### src/hdl/button_debounce_press_classifier_defines.svh
// assertion macros for the button debounce press classifier
// no dependencies; included by button_debounce_press_classifier, the module that carries assertions
`ifndef BUTTON_DEBOUNCE_PRESS_CLASSIFIER_DEFINES_SVH
`define BUTTON_DEBOUNCE_PRESS_CLASSIFIER_DEFINES_SVH

// same-cycle implication, disabled while reset is held
`define BDPC_ASSERT_IMP(name, clk, rstn, a, b) \
    name: assert property (@(posedge clk) disable iff (!(rstn)) (a) |-> (b)) \
        else $error("bdpc assertion failed: same-cycle implication");

// next-cycle implication, disabled while reset is held
`define BDPC_ASSERT_NXT(name, clk, rstn, a, b) \
    name: assert property (@(posedge clk) disable iff (!(rstn)) (a) |=> (b)) \
        else $error("bdpc assertion failed: next-cycle implication");

`endif

### src/hdl/bdpc_pkg.sv
// constants and types for the button debounce press classifier
// no dependencies
package bdpc_pkg;

    // configuration port geometry
    localparam int CFG_DATA_W = 16;
    localparam int CFG_IDX_W  = 2;

    // register indexes
    localparam logic [CFG_IDX_W-1:0] REG_DEBOUNCE_TICKS   = 2'd0;
    localparam logic [CFG_IDX_W-1:0] REG_LONG_PRESS_TICKS = 2'd1;

    // register widths and reset values
    localparam int DEBOUNCE_W   = 8;
    localparam int LONG_PRESS_W = 16;
    localparam logic [DEBOUNCE_W-1:0]   DEBOUNCE_RESET   = 8'd50;
    localparam logic [LONG_PRESS_W-1:0] LONG_PRESS_RESET = 16'd1000;

    // raw pin level that means pressed
    localparam logic LOW = 1'b0;

    // one result transaction
    typedef struct packed {
        logic pressed;
        logic short_press;
        logic long_press;
    } result_t;

endpackage

### src/hdl/button_debounce_press_classifier.sv
// button debouncer with short and long press classification, top level
// depends on bdpc_pkg and button_debounce_press_classifier_defines.svh
//
// usage:
//   s_ channel: one transaction per millisecond tick, s_raw_level is the raw
//   active-low pin level. m_ channel: one result per tick with the debounced
//   state (m_pressed) and one-tick pulses m_short_press and m_long_press.
//   cfg_we/cfg_index/cfg_wdata write debounce_ticks (index 0) and
//   long_press_ticks (index 1); other indexes are ignored. write only while idle.
// timing:
//   a tick is captured in an input register, then one pass of compares and
//   counter increments updates the state and loads the result register.
//   the result register is loaded as the tick leaves the input register; throughput is
//   one tick per cycle while m_ready keeps the result register free.
// reset:
//   synchronous active-low aresetn returns the registers to 50 and 1000, the
//   last raw level to released and all counters and marks to zero.
// stall:
//   a held result keeps its value; the input register still takes one more
//   tick, then s_ready drops until m_ready frees the result register.
`include "button_debounce_press_classifier_defines.svh"

module button_debounce_press_classifier
    import bdpc_pkg::*;
#(
    parameter int COUNT_WIDTH = 16
) (
    input  logic                  aclk,
    input  logic                  aresetn,
    input  logic                  s_valid,
    output logic                  s_ready,
    input  logic                  s_raw_level,
    output logic                  m_valid,
    input  logic                  m_ready,
    output logic                  m_pressed,
    output logic                  m_short_press,
    output logic                  m_long_press,
    input  logic                  cfg_we,
    input  logic [CFG_IDX_W-1:0]  cfg_index,
    input  logic [CFG_DATA_W-1:0] cfg_wdata
);

    localparam int CMP_W = (COUNT_WIDTH > LONG_PRESS_W) ? COUNT_WIDTH : LONG_PRESS_W;

    // configuration registers
    logic [DEBOUNCE_W-1:0]   debounce_ticks_reg;
    logic [LONG_PRESS_W-1:0] long_press_ticks_reg;

    // input stage
    logic in_valid_reg;
    logic in_raw_reg;

    // block state
    logic                   last_raw_reg, last_raw_next;
    logic [COUNT_WIDTH-1:0] quiet_count_reg, quiet_count_next;
    logic                   debounced_down_reg, debounced_down_next;
    logic [COUNT_WIDTH-1:0] hold_count_reg, hold_count_next;
    logic                   long_fired_reg, long_fired_next;

    // result stage
    logic    out_valid_reg;
    result_t result_reg, result_next;

    logic advance;
    logic accept_in;
    logic now_down;
    logic level_taken;
    logic [COUNT_WIDTH-1:0] hold_inc;

    // handshake
    assign advance   = in_valid_reg && (!out_valid_reg || m_ready);
    assign s_ready   = !in_valid_reg || advance;
    assign accept_in = s_valid && s_ready;

    // configuration writes
    always_ff @(posedge aclk) begin
        if (!aresetn) begin
            debounce_ticks_reg   <= DEBOUNCE_RESET;
            long_press_ticks_reg <= LONG_PRESS_RESET;
        end else if (cfg_we) begin
            case (cfg_index)
                REG_DEBOUNCE_TICKS:   debounce_ticks_reg   <= cfg_wdata[DEBOUNCE_W-1:0];
                REG_LONG_PRESS_TICKS: long_press_ticks_reg <= cfg_wdata[LONG_PRESS_W-1:0];
                default: ;
            endcase
        end
    end

    // input register
    always_ff @(posedge aclk) begin
        if (!aresetn) begin
            in_valid_reg <= 1'b0;
        end else if (s_ready) begin
            in_valid_reg <= s_valid;
        end
    end

    always_ff @(posedge aclk) begin
        if (accept_in) begin
            in_raw_reg <= s_raw_level;
        end
    end

    // per-tick update: quiet count, hold count, debounce edge, long press
    always_comb begin
        last_raw_next       = last_raw_reg;
        quiet_count_next    = quiet_count_reg;
        debounced_down_next = debounced_down_reg;
        hold_count_next     = hold_count_reg;
        long_fired_next     = long_fired_reg;
        result_next         = '0;

        if (in_raw_reg != last_raw_reg) begin
            last_raw_next    = in_raw_reg;
            quiet_count_next = '0;
        end else if (quiet_count_reg != {COUNT_WIDTH{1'b1}}) begin
            quiet_count_next = quiet_count_reg + 1'b1;
        end

        if (debounced_down_reg) begin
            hold_count_next = hold_inc;
        end

        now_down    = (last_raw_next == LOW);
        level_taken = (quiet_count_next > COUNT_WIDTH'(debounce_ticks_reg));
        if (level_taken) begin
            if (now_down && !debounced_down_reg) begin
                hold_count_next = '0;
                long_fired_next = 1'b0;
            end else if (!now_down && debounced_down_reg && !long_fired_reg) begin
                result_next.short_press = 1'b1;
            end
            debounced_down_next = now_down;
        end

        if (debounced_down_next && !long_fired_next &&
            (CMP_W'(hold_count_next) >= CMP_W'(long_press_ticks_reg))) begin
            long_fired_next        = 1'b1;
            result_next.long_press = 1'b1;
        end

        result_next.pressed = debounced_down_next;
    end

    // saturating hold increment
    assign hold_inc = (hold_count_reg == {COUNT_WIDTH{1'b1}}) ? hold_count_reg
                                                             : hold_count_reg + 1'b1;

    // state registers
    always_ff @(posedge aclk) begin
        if (!aresetn) begin
            last_raw_reg       <= 1'b1;
            quiet_count_reg    <= '0;
            debounced_down_reg <= 1'b0;
            hold_count_reg     <= '0;
            long_fired_reg     <= 1'b0;
        end else if (advance) begin
            last_raw_reg       <= last_raw_next;
            quiet_count_reg    <= quiet_count_next;
            debounced_down_reg <= debounced_down_next;
            hold_count_reg     <= hold_count_next;
            long_fired_reg     <= long_fired_next;
        end
    end

    // result register
    always_ff @(posedge aclk) begin
        if (!aresetn) begin
            out_valid_reg <= 1'b0;
        end else if (advance) begin
            out_valid_reg <= 1'b1;
        end else if (m_ready) begin
            out_valid_reg <= 1'b0;
        end
    end

    always_ff @(posedge aclk) begin
        if (advance) begin
            result_reg <= result_next;
        end
    end

    assign m_valid       = out_valid_reg;
    assign m_pressed     = result_reg.pressed;
    assign m_short_press = result_reg.short_press;
    assign m_long_press  = result_reg.long_press;

    // checks
    `BDPC_ASSERT_IMP(a_pulses_exclusive, aclk, aresetn, m_valid, !(m_short_press && m_long_press))
    `BDPC_ASSERT_IMP(a_long_while_held, aclk, aresetn, m_valid && m_long_press, m_pressed)
    `BDPC_ASSERT_IMP(a_short_on_release, aclk, aresetn, m_valid && m_short_press, !m_pressed)
    `BDPC_ASSERT_NXT(a_advance_gives_result, aclk, aresetn, advance, m_valid)
    `BDPC_ASSERT_NXT(a_long_marks_fired, aclk, aresetn, advance && result_next.long_press, long_fired_reg)

endmodule

### config.mk
export PLATFORM = sky130hd
export DESIGN_NAME = button_debounce_press_classifier
export DESIGN_NICKNAME = d
export VERILOG_FILES = /design/src/hdl/bdpc_pkg.sv /design/src/hdl/button_debounce_press_classifier.sv
export VERILOG_INCLUDE_DIRS = /design/src /design/src/hdl
export SDC_FILE = /design/constraint.sdc
export NUM_CORES = 1
export LEC_CHECK = 0
export BUFFER_PORTS_ARGS = -buffer_cell sky130_fd_sc_hd__buf_4
export CORE_ASPECT_RATIO = 1.75
export CORE_MARGIN = 4
export CORE_UTILIZATION = 60
export DETAILED_ROUTE_END_ITERATION = 12
export PLACE_DENSITY = 0.79
export SLEW_MARGIN = 40
export SYNTH_ARGS = -nofsm -noshare
export SYNTH_HDL_FRONTEND = slang
export SYNTH_SLANG_ARGS = --single-unit
### constraint.sdc
create_clock -name aclk -period 6.3 [get_ports aclk]
set_input_delay 0.63 -clock aclk [delete_from_list [all_inputs] [get_ports aclk]]
set_output_delay 0.63 -clock aclk [all_outputs]
set_load 0.05 [all_outputs]
==> results.md, run 1 <==
- Total number of vias: just under 4000
- Hold_buf cts: 0
- Gr ovfl total: 0
- Skew-Pair Late Insertion Delay: 340 ps
- Slew margin rel.: 49.5%
- DRT Pass-1 Iters: 4
- Minimum clock period: between 5000 and 6000 ps
- Num CTS Buffers: 9
- Detailed Route Iter0 Violations: around 300
- Critical path class: flip-flop to flip-flop
- Initial Util: 61.3%
- H-tree depth: 3
- CP required: ~6400 ps
- WL/cell: about 16 µm
- Post-cts gate resize count: 0
- Pins Over Slew Limit: 0
- YS warnings: 0
- Cell Area, Synth: ~4200 µm²
- Max Fclk: ~180 MHz
- Final setup fails: 0
- Status: finished clean
- Area after DPL: 4370 µm²
- Register bit count reported by yosys: 65
- Worst-path maximum fanout: 15
- Worst slew pin tran: ~760 ps
- Synth-to-layout area growth: 12.1%
- RSZ-0062 raised after global routing: false
- WL final: slightly above 10 mm
- CP arrival: about 5500 ps
- DP Wirelength: 7.45 mm
- Total track usage: around a quarter
- Root buffer cell: clkbuf_16
- Cells after synthesis: 526
- Die width: 71.0 µm
- Deepest clock path buffer count: 2
- Initial antenna violation count: 0
- Cell variety after synth: between 60 and 70
- Gpl congestion: between 0.9 and 1
- DR vias/cell: slightly above 6
- Num rows: 40
- Area of the die: 8400 µm²
- Hold slack: 463 ps
- Layout Skew: 3.50 ps
- Critical path launch point type: flip-flop
- Fraction of layout cells with a size suffix above 1: around an eighth
- First-pass GRT wire length: ~17 mm
- Syn nets: about 580
- Setup crit start: quiet_count_reg[0]$_SDFFE_PN0P_
- Clk slew on worst S/H paths: around 50 ps
- Number of post-CTS setup repair buffers: 0
- Drc violations: 0
- Post-layout utilization of the core: between 60% and 70%
- EDFF count, synth: 4
- Sequential fraction of the synthesis area: about 32%
- Vias in the first global route: 3825
- Clk sinks: 65
- Min-delay worst type: flip-flop to flip-flop
- Average footprint of a synthesized cell: between 7 and 8 µm²
- Post-route cell area: approximately 4700 µm²
- I/O Buffers: 28
- Final TNS setup: 0 ps
- Worst Reg-to-Reg Cells: 22
- Core ar.: 6810 µm²
- Reg-to-Reg End: m_long_press$_DFFE_PP_
- Worst Setup End Kind: flip-flop
- Pleak: ~1.9 nW
- Antenna-violating nets left: 0
- Critical Path Sink: m_long_press$_DFFE_PP_
- Post-route clock period utilization: a little under nine tenths
- Final total power: approximately 1 mW
- Power Density: about 220 nW/µm²
- Max IR drop VDD: around 0.22 mV
- CTS tree: built
- Fillers: about 600
- Number of failing hold endpoints at the final stage: 0
- Max-cap viol count: 0
- Largest net degree at the start of global routing: 68
- Layout Nets: 589
- Antenna diode count: 0
- Die height: 118 µm
- Io pins: 29
- FF-to-FF Start: quiet_count_reg[0]$_SDFFE_PN0P_
- Async S/R FF share, synth: 0%
- Reg2Reg Setup Slack: about 890 ps
- Main synth FF type: dfxtp_1
report_power, final:
part           total (mW)  switching, mW  internal (mW)
clock               0.509          0.181          0.328
combinational      0.0888         0.0544         0.0344
sequential          0.433        0.00706          0.426
cells in the final DEF, fill, tap and decap left out, types with 16 or more instances in the layout:
cell type   n
nand2_1    66
buf_4      30
dfxtp_1    61
inv_1      32
o21ai_0    17
nand3_1    24
ha_1       28
a21boi_0   16
nor2_1     38
a21oi_1    33
how the worst min path moves through the flow:
stage,from,depth (start not counted),slack [ps],endpoint
after floorplan,long_press_ticks_reg[10]$_SDFFE_PN0P_,2,440,long_press_ticks_reg[10]$_SDFFE_PN0P_
after global placement,long_press_ticks_reg[11]$_SDFFE_PN0P_,2,450,long_press_ticks_reg[11]$_SDFFE_PN0P_
after detailed placement,long_press_ticks_reg[12]$_SDFFE_PN0P_,2,460,long_press_ticks_reg[12]$_SDFFE_PN0P_
after CTS,s_raw_level,1,460,in_raw_reg$_DFFE_PP_
after global routing,s_raw_level,1,460,in_raw_reg$_DFFE_PP_
final,long_press_ticks_reg[10]$_SDFFE_PN0P_,2,460,long_press_ticks_reg[10]$_SDFFE_PN0P_
cell type report:
type | instances | area [µm²] | share of cell area [%]
flip-flops and latches | 65 | 1340 | 28.7
clock buffers | 11 | 254 | 5.43
repair buffers | 30 | 225 | 4.81
inverters | 33 | 124 | 2.65
clock inverters | 5 | 52.6 | 1.12
multi-input cells | 398 | 2580 | 55.1
well taps | 84 | 105 | 2.25
logic make-up after synthesis:
family	count (synthesis)	synth area share, %
AND/OR/NAND/NOR	214	25.9
multiplexers	4	0.990
XOR/XNOR	19	3.99
buffers and inverters	63	6.09
flip-flops	65	32.2
AO/OA/AOI/OAI	133	22.5
adder cells (fa/ha/maj)	28	8.40
synthesized netlist by cell type, drive strengths merged, types with 10 or more instances:
library cell	number	area share, %
nand2	66	5.9
dfxtp	61	29
nor2	38	3.4
a21oi	33	4.0
inv	32	2.9
ha	28	8.4
nand3	24	2.9
clkbuf	20	1.8
o21ai	18	2.2
a21boi	17	3.1
nor3	15	1.8
nand4	14	2.6
xnor2	13	2.7
nor2b	12	1.8
o211ai	11	2.0
and2	10	1.5
buf	10	1.3
worst max-delay path: stages (launching register included):
cell and delay, ps:
dfxtp_1 410, ha_1 210, nand3_1 150, or2_0 340, nor2_1 470, nor2_1 130
xnor2_1 210, nor2_1 70, ha_1 300, and3_1 190, a221o_1 350, a22o_1 240
a211oi_2 310, a21bo_2 400, nand2_1 90, ha_1 270, nand2b_1 140, a21o_1 170
a21o_1 160, a21oi_1 120, o21ai_0 90, a21oi_1 220, a211oi_1 80
metrics by stage:
stage                     setup WS (ps)  std cells
after CTS                           926        626
after global placement             1180        610
after global routing                479        626
final                               892        626
after detailed placement            967        610
after floorplan                    1570        526
routing by layer:
metal  vias to the layer above  global-route usage (%)  wire, µm
met5                         -                       0         0
li1                       1900                       -         -
met2                       118                    45.1      5550
met3                        44                    5.79       412
met1                      1835                    27.1      3710
met4                         0                    17.3       546
(Power assumes the default switching activity.)
==> run 2: changes to the inputs <==
--- a/config.mk
+++ b/config.mk
@@ -7,11 +7,13 @@
 export NUM_CORES = 1
 export LEC_CHECK = 0
 export BUFFER_PORTS_ARGS = -buffer_cell sky130_fd_sc_hd__buf_4
+export CELL_PAD_IN_SITES_DETAIL_PLACEMENT = 1
+export CELL_PAD_IN_SITES_GLOBAL_PLACEMENT = 1
 export CORE_ASPECT_RATIO = 1.75
 export CORE_MARGIN = 4
-export CORE_UTILIZATION = 60
+export CORE_UTILIZATION = 46
 export DETAILED_ROUTE_END_ITERATION = 12
-export PLACE_DENSITY = 0.79
+export PLACE_DENSITY_LB_ADDON = 0.1
 export SLEW_MARGIN = 40
 export SYNTH_ARGS = -nofsm -noshare
 export SYNTH_HDL_FRONTEND = slang
==> run 2 against run 1 <==
Flip-flop and latch count did not move. Clock-buffer cell count rose by 2. Design area rose by 0.43%. Critical path type unchanged. Sequential power barely moved. Final cell count rose by 5.3%. Largest cell class unchanged. Critical path depth did not move. Fmax fell by 2.9%. Register-to-register slack got worse by 160 ps. First-iteration DRC count fell by 37%. Combinational power rose by 2.6%.
==> results.md, run 2 (synthesis gave the netlist of run 1 again) <==
- Status: finished clean
- Slowest stage delay, CP: 530 ps (+60 ps)
- Post-cts gate resize count: 0 (unchanged)
- Worst slack, placed: 750 ps (-218 ps)
- Num rows: 45 (+13%)
- Core ar.: 8780 µm² (+29%)
- Min-delay worst type: flip-flop to flip-flop
- Clk sinks: 65 (unchanged)
- Combinational share of power: 9.1% (+0.5 points)
- Post-route clock period utilization: 88.4% (+2.6 points)
- HP Start: long_press_ticks_reg[12]$_SDFFE_PN0P_
- Max IR drop VDD: 0.179 mV (-17%)
- Total number of vias: 3860 (-0.95%)
- Total track usage: 23.1% (-2.9 points)
- Fraction of layout cells with a size suffix above 1: 11.8% (unchanged)
- Max-cap viol count: 0 (unchanged)
- Worst slew pin tran: 768 ps (+10.7 ps)
- Pins Over Slew Limit: 0 (unchanged)
- Reg-to-Reg End: m_long_press$_DFFE_PP_
- Power Internal: 756 µW (-4.0%)
- Number of post-CTS setup repair buffers: 0 (unchanged)
- H-tree depth: 3 (unchanged)
- Slew margin rel.: 48.8% (-0.71 points)
- CTS tree: built
- Cell-by-cell listing of the critical path: ha_1, nand3_1, or2_0, nor2_1, nor2_1, xnor2_1, nor2_1, ha_1, and3_1, a221o_1, a22o_1, a211oi_2, a21bo_2, nand2_1, ha_1, nand2b_1, a21o_1, a21o_1, a21oi_1, o21ai_0, a21oi_1, a211oi_1
- Hold_buf cts: 0 (unchanged)
- CP required: 6370 ps (about the same)
- First-pass GRT wire length: 19.4 mm (+11%)
- WL/cell: 17.4 µm (+6.8%)
- Worst-path maximum fanout: 15 (unchanged)
- Layout Skew: 6.52 ps (+3.02 ps)
- Worst setup margin: 728 ps (-164 ps)
- Detailed Route Iter0 Violations: 186 (-37%)
- Met2 wire length: 6.31 mm (+14%)
- CP arrival: 5640 ps (+160 ps)
- Final setup fails: 0 (unchanged)
- Top Layer Used: met4
- Vias in the first global route: 4025 (+5.2%)
- WL final: 11.5 mm (+12%)
- Num CTS Buffers: 9 (unchanged)
- Die width: 80.0 µm (+13%)
- Antenna diode count: 0 (unchanged)
- I/O Buffers: 28 (unchanged)
- Root buffer cell: clkbuf_16
- DRT Pass-1 Iters: 4 (unchanged)
- Largest net degree at the start of global routing: 68 (unchanged)
- Drc violations: 0 (unchanged)
- Met3 routed WL: 330 µm (-20%)
- Most frequent cells in the layout: 66 x nand2_1, 61 x dfxtp_1, 38 x nor2_1
- Initial Util: 47.5% (-14 points)
- Skew-Pair Late Insertion Delay: 340 ps (about the same)
- Clk slew on worst S/H paths: 50 ps (about the same)
- Commonest non-fill, non-tap cell in the layout: nand2_1
- Net Sw Frac: 24.7% (+1.2 points)
- Critical Path Sink: m_long_press$_DFFE_PP_
- Synth-to-layout area growth: 12.6%
- FF-to-FF Start: quiet_count_reg[0]$_SDFFE_PN0P_
- Initial antenna violation count: 0 (unchanged)
- Clock share of power: 47.8% (-1.6 points)
- RSZ-0062 raised after global routing: false
- CP max-delay cell: nor2_1
- WL met1: 4.41 mm (+19%)
- Gr ovfl total: 0 (unchanged)
- Gpl congestion: 0.858 (-8.0%)
- Number of failing hold endpoints at the final stage: 0 (unchanged)
- Layout Nets: 589 (unchanged)
- DR vias/cell: 5.86 (-5.9%)
- Setup crit start: quiet_count_reg[0]$_SDFFE_PN0P_
- Sequential share of power: 43.1% (+1.1 points)
- Worst Reg-to-Reg Cells: 22 (unchanged)
- Pleak: 1.88 nW (-0.27%)
- Deepest clock path buffer count: 2 (unchanged)
- Power Density: 214 nW/µm² (-2.9%)
- Minimum clock period: 5570 ps (+164 ps)
- Area of the die: 10700 µm² (+28%)
- Critical path class: flip-flop to flip-flop
- Die height: 134 µm (+13%)
- Io pins: 29 (unchanged)
- Antenna-violating nets left: 0 (unchanged)
- Sw Pwr: 249 µW (+2.5%)
- DP Wirelength: 8.48 mm (+14%)
- Final TNS setup: 0 ps (unchanged)
- Reg2Reg Setup Slack: 730 ps (-160 ps)
- Max Fclk: 179 MHz (-2.9%)
- Worst Setup End Kind: flip-flop
- Critical path launch point type: flip-flop
run 2: worst min-delay path by stage:
| stage | end | slack (ps) | cells after the start |
|---|---|---|---|
| 2_1_floorplan | long_press_ticks_reg[10]$_SDFFE_PN0P_ | 440 | 2 |
| 3_3_place_gp | long_press_ticks_reg[2]$_SDFFE_PN0P_ | 460 | 2 |
| 3_5_place_dp | long_press_ticks_reg[15]$_SDFFE_PN0P_ | 460 | 2 |
| 4_1_cts | in_raw_reg$_DFFE_PP_ | 460 | 1 |
| 5_1_grt | in_raw_reg$_DFFE_PP_ | 460 | 1 |
| 6_report | long_press_ticks_reg[12]$_SDFFE_PN0P_ | 460 | 2 |
run 2: power by group through the flow:
| stage | Sequential (mW) | Clock, mW | Combinational (mW) |
|---|---|---|---|
| 5_1_grt | 0.434 | 0.513 | 0.102 |
| 3_5_place_dp | 0.442 | 0 | 0.0919 |
| 2_1_floorplan | 0.443 | 0 | 0.0560 |
| 6_report | 0.433 | 0.481 | 0.0911 |
| 3_3_place_gp | 0.441 | 0 | 0.0893 |
| 4_1_cts | 0.433 | 0.491 | 0.0924 |
run 2: critical path, delay by kind of cell (launching register included):
family,cells,cell delay (ps)
AO/OA/AOI/OAI,10,2200
AND/OR/NAND/NOR,8,1680
adder cells (fa/ha/maj),3,800
flip-flops,1,420
XOR/XNOR,1,220
run 2: per-layer routing:
metal	up-vias	track usage, %
met4	0	12.3
li1	1893	-
met3	33	4.91
met2	54	42.4
met5	-	0
met1	1880	23.6
run 2: stage by stage:
step / utilization (%) / std cells / hold slack (ps) / power [mW] / area, µm²
6_report: 53.5 / 659 / 462 / 1.01 / 4700
5_1_grt: 53.5 / 659 / 456 / 1.05 / 4700
4_1_cts: 53.5 / 659 / 455 / 1.02 / 4700
3_5_place_dp: 50.2 / 643 / 461 / 0.534 / 4410
3_3_place_gp: 50.2 / 643 / 455 / 0.531 / 4410
2_1_floorplan: - / 526 / 443 / 0.499 / 4170
run 2: final cells by class:
class	instances	area [µm²]
repair buffers	30	225
flip-flops and latches	65	1340
inverters	33	124
well taps	117	146
multi-input cells	398	2580
clock buffers	13	270
fillers	1123	4090
clock inverters	3	15.0
